### src/rtl/sli_pkg.sv
// Shared types and constants for the sorted list insert/delete unit.
package sli_pkg;

  // Capacity of the list and the widths that follow from it.
  localparam int unsigned DEPTH = 8;
  localparam int unsigned IdxW  = (DEPTH > 1) ? $clog2(DEPTH) : 1;
  localparam int unsigned CntW  = $clog2(DEPTH + 1);
  localparam int unsigned ValW  = 32;

  // Operation codes carried by the input beat.
  localparam logic CmdInsert = 1'b0;
  localparam logic CmdDelete = 1'b1;

  // Result status codes.
  typedef enum logic [1:0] {
    StDone     = 2'd0,
    StNotFound = 2'd1,
    StFull     = 2'd2
  } status_e;

  // Commands from the controller to the datapath.
  typedef struct packed {
    logic load;
    logic ins_step;
    logic srch_step;
    logic shift_step;
  } dp_cmd_t;

  // Status from the datapath back to the controller.
  typedef struct packed {
    logic ins_last;
    logic srch_miss;
    logic srch_hit;
    logic shift_last;
  } dp_stat_t;

endpackage

### src/rtl/sorted_list_insert_delete_unit.sv
// Top level of the sorted list unit: an ascending list kept in order by insert and delete.
// An insert moves each larger entry up one place and then places the value (a full list is
//   refused); a delete searches for the value by halving the range, then moves each later
//   entry down one place. One item at a time; start is taken again the cycle after done_o.
// Reset (rst_ni low, asynchronous) empties the list and returns the controller to idle.
module sorted_list_insert_delete_unit import sli_pkg::*; (
  input  logic                   clk_i,
  input  logic                   rst_ni,
  input  logic                   start,
  output logic                   busy,
  input  logic                   cmd_i,
  input  logic signed [ValW-1:0] value_i,
  output logic                   done_o,
  output logic [1:0]             status_o,
  output logic [IdxW-1:0]        position_o,
  output logic [CntW-1:0]        fill_count_o
);

  dp_cmd_t  dp_cmd;
  dp_stat_t dp_stat;
  status_e  status;

  sli_ctrl u_ctrl (
    .clk_i  (clk_i),
    .rst_ni (rst_ni),
    .start  (start),
    .op_i   (cmd_i),
    .stat_i (dp_stat),
    .cmd_o  (dp_cmd),
    .busy   (busy),
    .done_o (done_o)
  );

  sli_datapath u_dp (
    .clk_i        (clk_i),
    .rst_ni       (rst_ni),
    .cmd_i        (dp_cmd),
    .value_i      (value_i),
    .stat_o       (dp_stat),
    .status_o     (status),
    .position_o   (position_o),
    .fill_count_o (fill_count_o)
  );

  assign status_o = status;

endmodule

### src/rtl/sli_ctrl.sv
// Controller state machine that sequences insert, search and shift steps.
module sli_ctrl import sli_pkg::*; (
  input  logic     clk_i,
  input  logic     rst_ni,
  input  logic     start,
  input  logic     op_i,
  input  dp_stat_t stat_i,
  output dp_cmd_t  cmd_o,
  output logic     busy,
  output logic     done_o
);

  localparam logic [2:0] SIdle  = 3'd0;
  localparam logic [2:0] SIns   = 3'd1;
  localparam logic [2:0] SSrch  = 3'd2;
  localparam logic [2:0] SShift = 3'd3;
  localparam logic [2:0] SResp  = 3'd4;

  logic [2:0] state_q, state_d;

  // Next state and datapath commands.
  always_comb begin
    state_d = state_q;
    cmd_o   = '0;
    case (state_q)
      SIdle: begin
        if (start) begin
          cmd_o.load = 1'b1;
          state_d    = (op_i == CmdInsert) ? SIns : SSrch;
        end
      end
      SIns: begin
        cmd_o.ins_step = 1'b1;
        if (stat_i.ins_last) state_d = SResp;
      end
      SSrch: begin
        cmd_o.srch_step = 1'b1;
        if (stat_i.srch_miss) begin
          state_d = SResp;
        end else if (stat_i.srch_hit) begin
          state_d = SShift;
        end
      end
      SShift: begin
        cmd_o.shift_step = 1'b1;
        if (stat_i.shift_last) state_d = SResp;
      end
      SResp: begin
        state_d = SIdle;
      end
      default: begin
        state_d = SIdle;
      end
    endcase
  end

  // State register.
  always_ff @(posedge clk_i or negedge rst_ni) begin
    if (!rst_ni) begin
      state_q <= SIdle;
    end else begin
      state_q <= state_d;
    end
  end

  assign busy   = (state_q != SIdle);
  assign done_o = (state_q == SResp);

endmodule

### src/rtl/sli_datapath.sv
// Datapath holding the list, the fill count and the search and shift registers.
module sli_datapath import sli_pkg::*; (
  input  logic                   clk_i,
  input  logic                   rst_ni,
  input  dp_cmd_t                cmd_i,
  input  logic signed [ValW-1:0] value_i,
  output dp_stat_t               stat_o,
  output status_e                status_o,
  output logic [IdxW-1:0]        position_o,
  output logic [CntW-1:0]        fill_count_o
);

  logic signed [ValW-1:0] entries_q [DEPTH];
  logic signed [ValW-1:0] val_q;
  logic [CntW-1:0]        count_q;
  logic [CntW-1:0]        k_q;
  logic [CntW-1:0]        lo_q;
  logic [CntW-1:0]        hi_q;
  status_e                status_q;
  logic [IdxW-1:0]        pos_q;

  logic                   full;
  logic [CntW:0]          mid_sum;
  logic [IdxW-1:0]        mid;
  logic [CntW-1:0]        k_dec;
  logic [CntW:0]          k_inc;
  logic [IdxW-1:0]        rd_idx;
  logic signed [ValW-1:0] rd_data;
  logic                   ins_stop;
  logic                   wr_en;
  logic signed [ValW-1:0] wr_data;

  // Address arithmetic for the single read port.
  assign full    = (count_q == CntW'(DEPTH));
  assign mid_sum = {1'b0, lo_q} + {1'b0, hi_q} - (CntW + 1)'(1);
  assign mid     = mid_sum[IdxW:1];
  assign k_dec   = k_q - CntW'(1);
  assign k_inc   = {1'b0, k_q} + (CntW + 1)'(1);

  always_comb begin
    if (cmd_i.ins_step) begin
      rd_idx = k_dec[IdxW-1:0];
    end else if (cmd_i.srch_step) begin
      rd_idx = mid;
    end else begin
      rd_idx = k_inc[IdxW-1:0];
    end
  end

  assign rd_data = entries_q[rd_idx];

  // Step conditions reported to the controller.
  assign ins_stop          = (k_q == '0) || !(val_q < rd_data);
  assign stat_o.ins_last   = full || ins_stop;
  assign stat_o.srch_miss  = !(lo_q < hi_q);
  assign stat_o.srch_hit   = (lo_q < hi_q) && (val_q == rd_data);
  assign stat_o.shift_last = (k_inc >= {1'b0, count_q});

  // List write port: an insert step either places the value or moves an entry up,
  // a shift step moves an entry down.
  assign wr_en   = (cmd_i.ins_step && !full) || (cmd_i.shift_step && !stat_o.shift_last);
  assign wr_data = (cmd_i.ins_step && ins_stop) ? val_q : rd_data;

  always_ff @(posedge clk_i) begin
    if (wr_en) begin
      entries_q[k_q[IdxW-1:0]] <= wr_data;
    end
  end

  // Fill count.
  always_ff @(posedge clk_i or negedge rst_ni) begin
    if (!rst_ni) begin
      count_q <= '0;
    end else if (cmd_i.ins_step && !full && ins_stop) begin
      count_q <= count_q + CntW'(1);
    end else if (cmd_i.shift_step && stat_o.shift_last) begin
      count_q <= count_q - CntW'(1);
    end
  end

  // Working registers and result fields.
  always_ff @(posedge clk_i) begin
    if (cmd_i.load) begin
      val_q <= value_i;
      k_q   <= count_q;
      lo_q  <= '0;
      hi_q  <= count_q;
    end else if (cmd_i.ins_step) begin
      if (full) begin
        status_q <= StFull;
        pos_q    <= '0;
      end else if (ins_stop) begin
        status_q <= StDone;
        pos_q    <= k_q[IdxW-1:0];
      end else begin
        k_q <= k_dec;
      end
    end else if (cmd_i.srch_step) begin
      if (stat_o.srch_miss) begin
        status_q <= StNotFound;
        pos_q    <= '0;
      end else if (stat_o.srch_hit) begin
        k_q   <= CntW'(mid);
        pos_q <= mid;
      end else if (val_q < rd_data) begin
        hi_q <= CntW'(mid);
      end else begin
        lo_q <= CntW'(mid) + CntW'(1);
      end
    end else if (cmd_i.shift_step) begin
      if (stat_o.shift_last) begin
        status_q <= StDone;
      end else begin
        k_q <= k_inc[CntW-1:0];
      end
    end
  end

  assign status_o     = status_q;
  assign position_o   = pos_q;
  assign fill_count_o = count_q;

endmodule

### config.mk
export PLATFORM = sky130hd
export DESIGN_NAME = sorted_list_insert_delete_unit
export DESIGN_NICKNAME = d
export VERILOG_FILES = /design/src/rtl/sli_pkg.sv /design/src/rtl/sorted_list_insert_delete_unit.sv /design/src/rtl/sli_ctrl.sv /design/src/rtl/sli_datapath.sv
export SDC_FILE = /design/constraint.sdc
export NUM_CORES = 1
export LEC_CHECK = 0
export BUFFER_PORTS_ARGS = -buffer_cell sky130_fd_sc_hd__buf_2
export CAP_MARGIN = 20
export CORE_ASPECT_RATIO = 1.4
export CORE_MARGIN = 10
export CORE_UTILIZATION = 49
export DETAILED_ROUTE_END_ITERATION = 6
export PLACE_DENSITY = 0.68
export SLEW_MARGIN = 20
export SYNTH_ARGS = -nofsm -noshare
export SYNTH_HDL_FRONTEND = slang
export SYNTH_HIERARCHICAL = 1
export SYNTH_SLANG_ARGS = --single-unit
### constraint.sdc
create_clock -name clk_i -period 5.6 [get_ports clk_i]
set_input_delay 0.28 -clock clk_i [delete_from_list [all_inputs] [get_ports clk_i]]
set_output_delay 0.28 -clock clk_i [all_outputs]
set_load 0.02 [all_outputs]
==> impl_metrics.tcl, run 1 <==
set metrics [dict create \
    status "finished with violations" \
    violations "setup timing" \
    synth_edf_count 301 \
    relSlewSlack_pct 42.24 \
    startpoint "u_dp/hi_q[1]$_DFFE_PP_" \
    gr-total-overflow 0 \
    grt_pass1_vias 7920 \
    critical_path_arrival_ns 6.13 \
    yosys.area.top_type "edfxtp_1" \
    core_um2 27090 \
    insertion_delay_ns 0.56 \
    finalClockSkew_ns 0.01004 \
    report.final.slew_viol_count 0 \
    htree_levels 1 \
    cp_max_fo 7 \
    synthFlopType "edfxtp_1" \
    wirelength_um 29860 \
    vias 7505 \
    place_area_um2 14750 \
    ant_nets 0 \
    fp.dieW_um 160.5 \
    synth_warnings 6 \
    hold_depth 3 \
    ys_top_cells_by_area "edfxtp_1, mux4_2, ha_1" \
    ys_seq_elements 312 \
    fp.dieArea_um2 34770 \
    wl_per_cell_um 22.69 \
    routabilityCongestion 0.8944 \
    yosysMostFrequentCell "edfxtp_1" \
    boundaryPins 47 \
    dp_hpwl_um 18130 \
    syn_area_um2 13540 \
    end_kind "register" \
    setup_violations 1 \
    grt_use_total_pct 16.71 \
    syn_nets 857 \
    drive_above_1_share_pct 32.74 \
    drt_iter0_markers 487 \
    numCtsBuffers 29 \
    crit_type "register to register" \
    rr_startpoint "u_dp/hi_q[1]$_DFFE_PP_" \
    start_util_pct 49.97 \
    reg2reg_depth 23 \
    crit_required_ns 6.03 \
    synth_commonest_cells "edfxtp_1, mux4_2, nor2_1" \
    synth_top_area_share_pct 66.76 \
    cp-endpoint "u_dp/fill_count_o[3]$_DFFE_PN0P_" \
    drv_cap 0 \
    period_share_pct 101.7 \
    hold_path_class "primary input to register" \
    clock_sinks 312 \
    antenna_found_initial 1 \
    rrSetupSlack_ns -0.1 \
    syn-instance-count 771 \
    synthArstFlopShare_pct 2.244 \
    worstSetupStartpointType "register" \
    tightest_slew_ns 0.8644 \
    pre_cts_ws_ns -0.5433 \
    yosysSeqAreaShare_pct 68.64 \
    drc_errors 0 \
    clockBufferDepth 3 \
    finalHoldViolCount 0 \
    rsz0062_at_grt "yes" \
    portBuffers 46 \
    syn-mean-instance-area_um2 17.56 \
    via_per_inst 5.703 \
    r2r_end "u_dp/fill_count_o[3]$_DFFE_PN0P_" \
    first_pass_iters 5 \
    final_nets 1018 \
    grt_max_degree 41 \
    syn_to_final_growth_pct 22.73 \
    yosysUniqueCellTypes 66 \
    worst_slack_ns -0.09508 \
    die_h_um 216.7 \
    stdcell_area_um2 16620 \
    grt_pass1_wl_um 45530 \
    rows 71 \
    path_clk_slew_ns 0.07 \
    fmax_mhz 175.6 \
    clockRootBuffer "clkbuf_16" \
    period_minus_slack_ns 5.695 \
    cts_tree "yes" \
]
timing repair:
action                                 in CTS  in global routing
hold buffers                               34                  0
gates cloned                                1                  2
setup buffers                               6                 14
gates resized for setup                    21                 34
pin swaps                                  11                 20
endpoints found under the hold margin      40                  0
setup endpoints to repair                  46                  1
per-layer routing:
metal | share of wire (%) | wire length (um) | up-vias | track usage (%)
li1 | - | - | 3409 | -
met1 | 39 | 11730 | 3817 | 19.91
met2 | 53 | 15840 | 211 | 30.08
met3 | 4.6 | 1376 | 68 | 2.181
met4 | 3.0 | 908 | 0 | 6.319
met5 | 0 | 0 | - | 0
final cells by class:
type	count	area, um2
Antenna cell	1	2.502
Clock buffer	32	737.0
Clock inverter	17	192.7
Fill cell	1892	10480
Inverter	21	81.33
Multi-Input combinational cell	405	4367
Sequential cell	312	9295
Tap cell	365	456.7
Timing Repair Buffer	163	1485
critical path: stages (launching register included):
cell	delay [ns]
edfxtp_1	0.34
inv_2	0.05
ha_4	0.26
inv_4	0.04
ha_4	0.15
fa_2	0.60
a22oi_2	0.08
o21ai_4	0.22
buf_12	0.20
mux4_2	0.52
mux2i_2	0.22
ha_1	0.28
nand4_1	0.18
nor2_2	0.07
a221oi_2	0.32
nand3_1	0.17
or3_4	0.44
nand2_4	0.09
o21ai_4	0.07
buf_6	0.15
ha_4	0.23
a21o_1	0.21
nor4b_4	0.14
or4b_1	0.52
stage by stage:
step                util, %  hold WS (ns)  setup TNS (ns)  instances
floorplan                 -      -0.01559               0        771
global placement      54.42        0.1390         -0.4654       1209
detailed placement    54.42        0.1443          -1.380       1209
CTS                   59.89       0.01914        -0.04374       1299
global route          61.33       0.05001         -0.3034       1316
finish                61.33       0.03638        -0.09508       1316
worst min path at each step:
| stage | startpoint | endpoint | slack, ns |
|---|---|---|---|
| 2_1_floorplan | rst_ni | u_ctrl/state_q[0]$_DFFE_PN0P_ | -0.02 |
| 3_3_place_gp | rst_ni | u_dp/fill_count_o[3]$_DFFE_PN0P_ | 0.14 |
| 3_5_place_dp | rst_ni | u_ctrl/state_q[2]$_DFFE_PN0P_ | 0.14 |
| 4_1_cts | start | u_ctrl/state_q[1]$_DFFE_PN0P_ | 0.02 |
| 5_1_grt | start | u_ctrl/state_q[1]$_DFFE_PN0P_ | 0.05 |
| 6_report | start | u_ctrl/state_q[1]$_DFFE_PN0P_ | 0.04 |
cells by family (layout without fill, tap and decap cells):
logic type,count (synthesis),after routing,synth area share [%]
flops,312,312,68.64
simple gates,136,136,5.240
mux,108,108,13.97
compound gates,103,103,4.972
buf+inv,54,233,1.922
fa+ha+maj,50,50,4.732
xor+xnor,8,8,0.5175
other cells,0,1,0
cells in the final DEF, fill, tap and decap left out, types with 18 or more instances in the layout:
cell type      netlist  layout
a21oi_1             50      47
dlygate4sd3_1        0      34
mux4_2              64      64
nor2_1              57      49
ha_1                48      41
buf_12               0      18
buf_2               10      46
mux2i_1             36      19
edfxtp_1           301     301
inv_1               21      19
clkbuf_16            0      31
buf_4                6      59
flip-flops by register name, summed over array words and instances, names as in the netlist:
register,count
u_dp/val_q,32
u_dp/k_q,4
u_dp/position_o,3
u_dp/lo_q,4
u_dp/fill_count_o,4
u_ctrl/state_q,3
u_dp/entries_q,256
u_dp/status_o,2
u_dp/hi_q,4
Power of run 1 is left out: the tool's default activity adds up to more than one toggle a clock period on the data nets, which glitch-free logic cannot reach.
==> run 2, diff against run 1 <==
- ABC_AREA: default -> 1
==> run 2 against run 1 <==
The run now ends clean. Flip-flop and latch count unchanged. Via count increased by 24%. Maximum frequency increased by 12%. Highest routed layer unchanged. Synthesized cell count increased by 56%. Critical path type unchanged.
==> impl_metrics.tcl, run 2 <==
set metrics [dict create \
    syn_to_final_growth_pct 14.13 \
    reg2reg_depth 24 \
    finalClockSkew_ns 0.01703 \
    final_common_cell "edfxtp_1" \
    ys_seq_elements 312 \
    rrSetupSlack_ns 0.51 \
    fmax_mhz 196.3 \
    ys_top_cells_by_area "edfxtp_1, ha_1, nand2_1" \
    post_cts_buffers 0 \
    yosysSeqAreaShare_pct 65.61 \
    numCtsBuffers 29 \
    crit_required_ns 5.88 \
    syn_nets 1285 \
    routabilityCongestion 0.8512 \
    fp.dieW_um 163.7 \
    syn-mean-instance-area_um2 11.81 \
    yosysMostFrequentCell "edfxtp_1" \
    layout_common_cells "edfxtp_1, nand2_1, nor2_1" \
    fin_hold_ws_ns 0.08477 \
    finalHoldViolCount 0 \
    drive_above_1_share_pct 16.35 \
    hold_path_class "primary input to async pin" \
    cts_tree "yes" \
    diodes 0 \
    antenna_found_initial 0 \
    end_kind "register" \
    boundaryPins 47 \
    period_share_pct 90.96 \
    synthArstFlopShare_pct 2.244 \
    final_nets 1368 \
    synth_commonest_cells "edfxtp_1, nand2_1, nor2_1" \
    syn-instance-count 1199 \
    wl_per_cell_um 19.17 \
    yosys.area.top_type "edfxtp_1" \
    synth_warnings 6 \
    syn_area_um2 14160 \
    drv_cap 0 \
    worstPathCellList "inv_1 > ha_1 > inv_1 > ha_1 > fa_2 > o221ai_4 > inv_4 > buf_12 > o21ai_0 > o211ai_1 > o21a_1 > inv_1 > ha_1 > nand2_1 > nor2_1 > nand4_1 > nor2_2 > nand2_1 > nand3_1 > nand3_4 > nand2_1 > buf_4 > nor2_1 > a21oi_1" \
    rr_startpoint "u_dp/lo_q[1]$_SDFFE_PP0P_" \
    status "completed" \
    via_per_inst 5.542 \
    tightest_slew_ns 0.8107 \
    synth_top_area_share_pct 63.81 \
    r2r_end "u_dp/entries_q[2][30]$_DFFE_PP_" \
    setup_violations 0 \
    worstSetupStartpointType "register" \
    first_pass_iters 6 \
    clockRootBuffer "clkbuf_16" \
    grt_max_degree 80 \
    portBuffers 46 \
    worst_slack_ns 0.5060 \
    wirelength_um 32170 \
    largest_reg_flops 256 \
    gr-total-overflow 0 \
    grt_pass1_wl_um 50210 \
    report.final.slew_viol_count 0 \
    pre_cts_ws_ns 0.2312 \
    period_minus_slack_ns 5.094 \
    synthFlopType "edfxtp_1" \
    start_util_pct 49.71 \
    drc_errors 0 \
    rsz0062_at_grt "no" \
    yosysUniqueCellTypes 42 \
    dp_hpwl_um 18850 \
    core_um2 28500 \
    insertion_delay_ns 0.56 \
    cp_slowest_cell "fa_2" \
    synth_edf_count 301 \
    cp_num_buf_inv 6 \
    grt_use_total_pct 17.34 \
    grt_pass1_vias 9367 \
    clockBufferDepth 3 \
    setup_tns_ns 0 \
    cp_max_fo 32 \
    path_clk_slew_ns 0.06 \
    cpPeakStageDelay_ns 0.58 \
    htree_levels 1 \
    critical_path_arrival_ns 5.37 \
    crit_type "register to register" \
    relSlewSlack_pct 45.83 \
    vias 9299 \
    die_h_um 221.2 \
    ant_nets 0 \
    rows 73 \
    crit_family "adder cells" \
    clock_sinks 312 \
    fp.dieArea_um2 36210 \
    drt_iter0_markers 793 \
]
[run 2: cell count changes after synthesis, moves of 36 or more]
| cell | delta |
|---|---|
| nand2_1 | +137 |
| o211ai_1 | +53 |
| mux4_2 | -64 |
| or2_2 | +56 |
| inv_1 | +60 |
| nand3_1 | +47 |
| o21ai_0 | +63 |
| nor2_1 | +72 |
| o21ai_1 | +39 |
| mux2i_1 | -36 |
[run 2: cells by family after synthesis]
group                    Yosys count  synth area share (%)
AND/OR/NAND/NOR                  417                 13.08
flip-flops                       312                 65.61
buffers and inverters            152                 5.052
XOR/XNOR                           7                0.4328
adder cells (fa/ha/maj)           50                 4.523
AO/OA/AOI/OAI                    261                 11.30
[run 2: area by class of cell]
type	count	area, um2
fill	2321	12330
clock buffer	35	748.2
sequential	312	9294
inverter	92	350.3
tap	375	469.2
timing repair buffer	112	898.4
clock inverter	17	133.9
multi-input combinational	735	4273
[run 2: worst max-delay path by stage]
stage	startpoint	end	slack, ns	cells after the start
2_1_floorplan	u_dp/k_q[0]$_DFFE_PP_	u_dp/entries_q[6][0]$_DFFE_PP_	0.98	12
3_3_place_gp	u_dp/lo_q[1]$_SDFFE_PP0P_	u_dp/fill_count_o[3]$_DFFE_PN0P_	0.44	32
3_5_place_dp	u_dp/lo_q[1]$_SDFFE_PP0P_	u_dp/fill_count_o[3]$_DFFE_PN0P_	0.23	30
4_1_cts	u_dp/lo_q[1]$_SDFFE_PP0P_	u_dp/fill_count_o[3]$_DFFE_PN0P_	0.17	30
5_1_grt	u_dp/lo_q[1]$_SDFFE_PP0P_	u_dp/entries_q[2][30]$_DFFE_PP_	0.04	24
6_report	u_dp/lo_q[1]$_SDFFE_PP0P_	u_dp/entries_q[2][30]$_DFFE_PP_	0.51	24
[run 2: per-layer routing]
| metal | track usage [%] | vias up | wire length (um) |
|---|---|---|---|
| met1 | 21.62 | 4485 | 13010 |
| met5 | 0 | - | 0 |
| met3 | 2.155 | 67 | 1884 |
| met4 | 6.425 | 0 | 925 |
| li1 | - | 4431 | - |
| met2 | 29.98 | 316 | 16340 |
[run 2: stage by stage]
step                      utilization, %  area, um2  cells
final                              56.73      16170   1678
after global routing               56.73      16170   1678
after CTS                          56.47      16090   1677
after detailed placement           52.18      14870   1591
after global placement             52.18      14870   1591
after floorplan                        -      14160   1199
[run 2: what timing repair did]
item	CTS	global route
hold buffers	34	0
gates resized for setup	0	11
endpoints found under the hold margin	40	0
endpoints found under the setup margin	0	33
Power of run 2 is left out for the same reason.
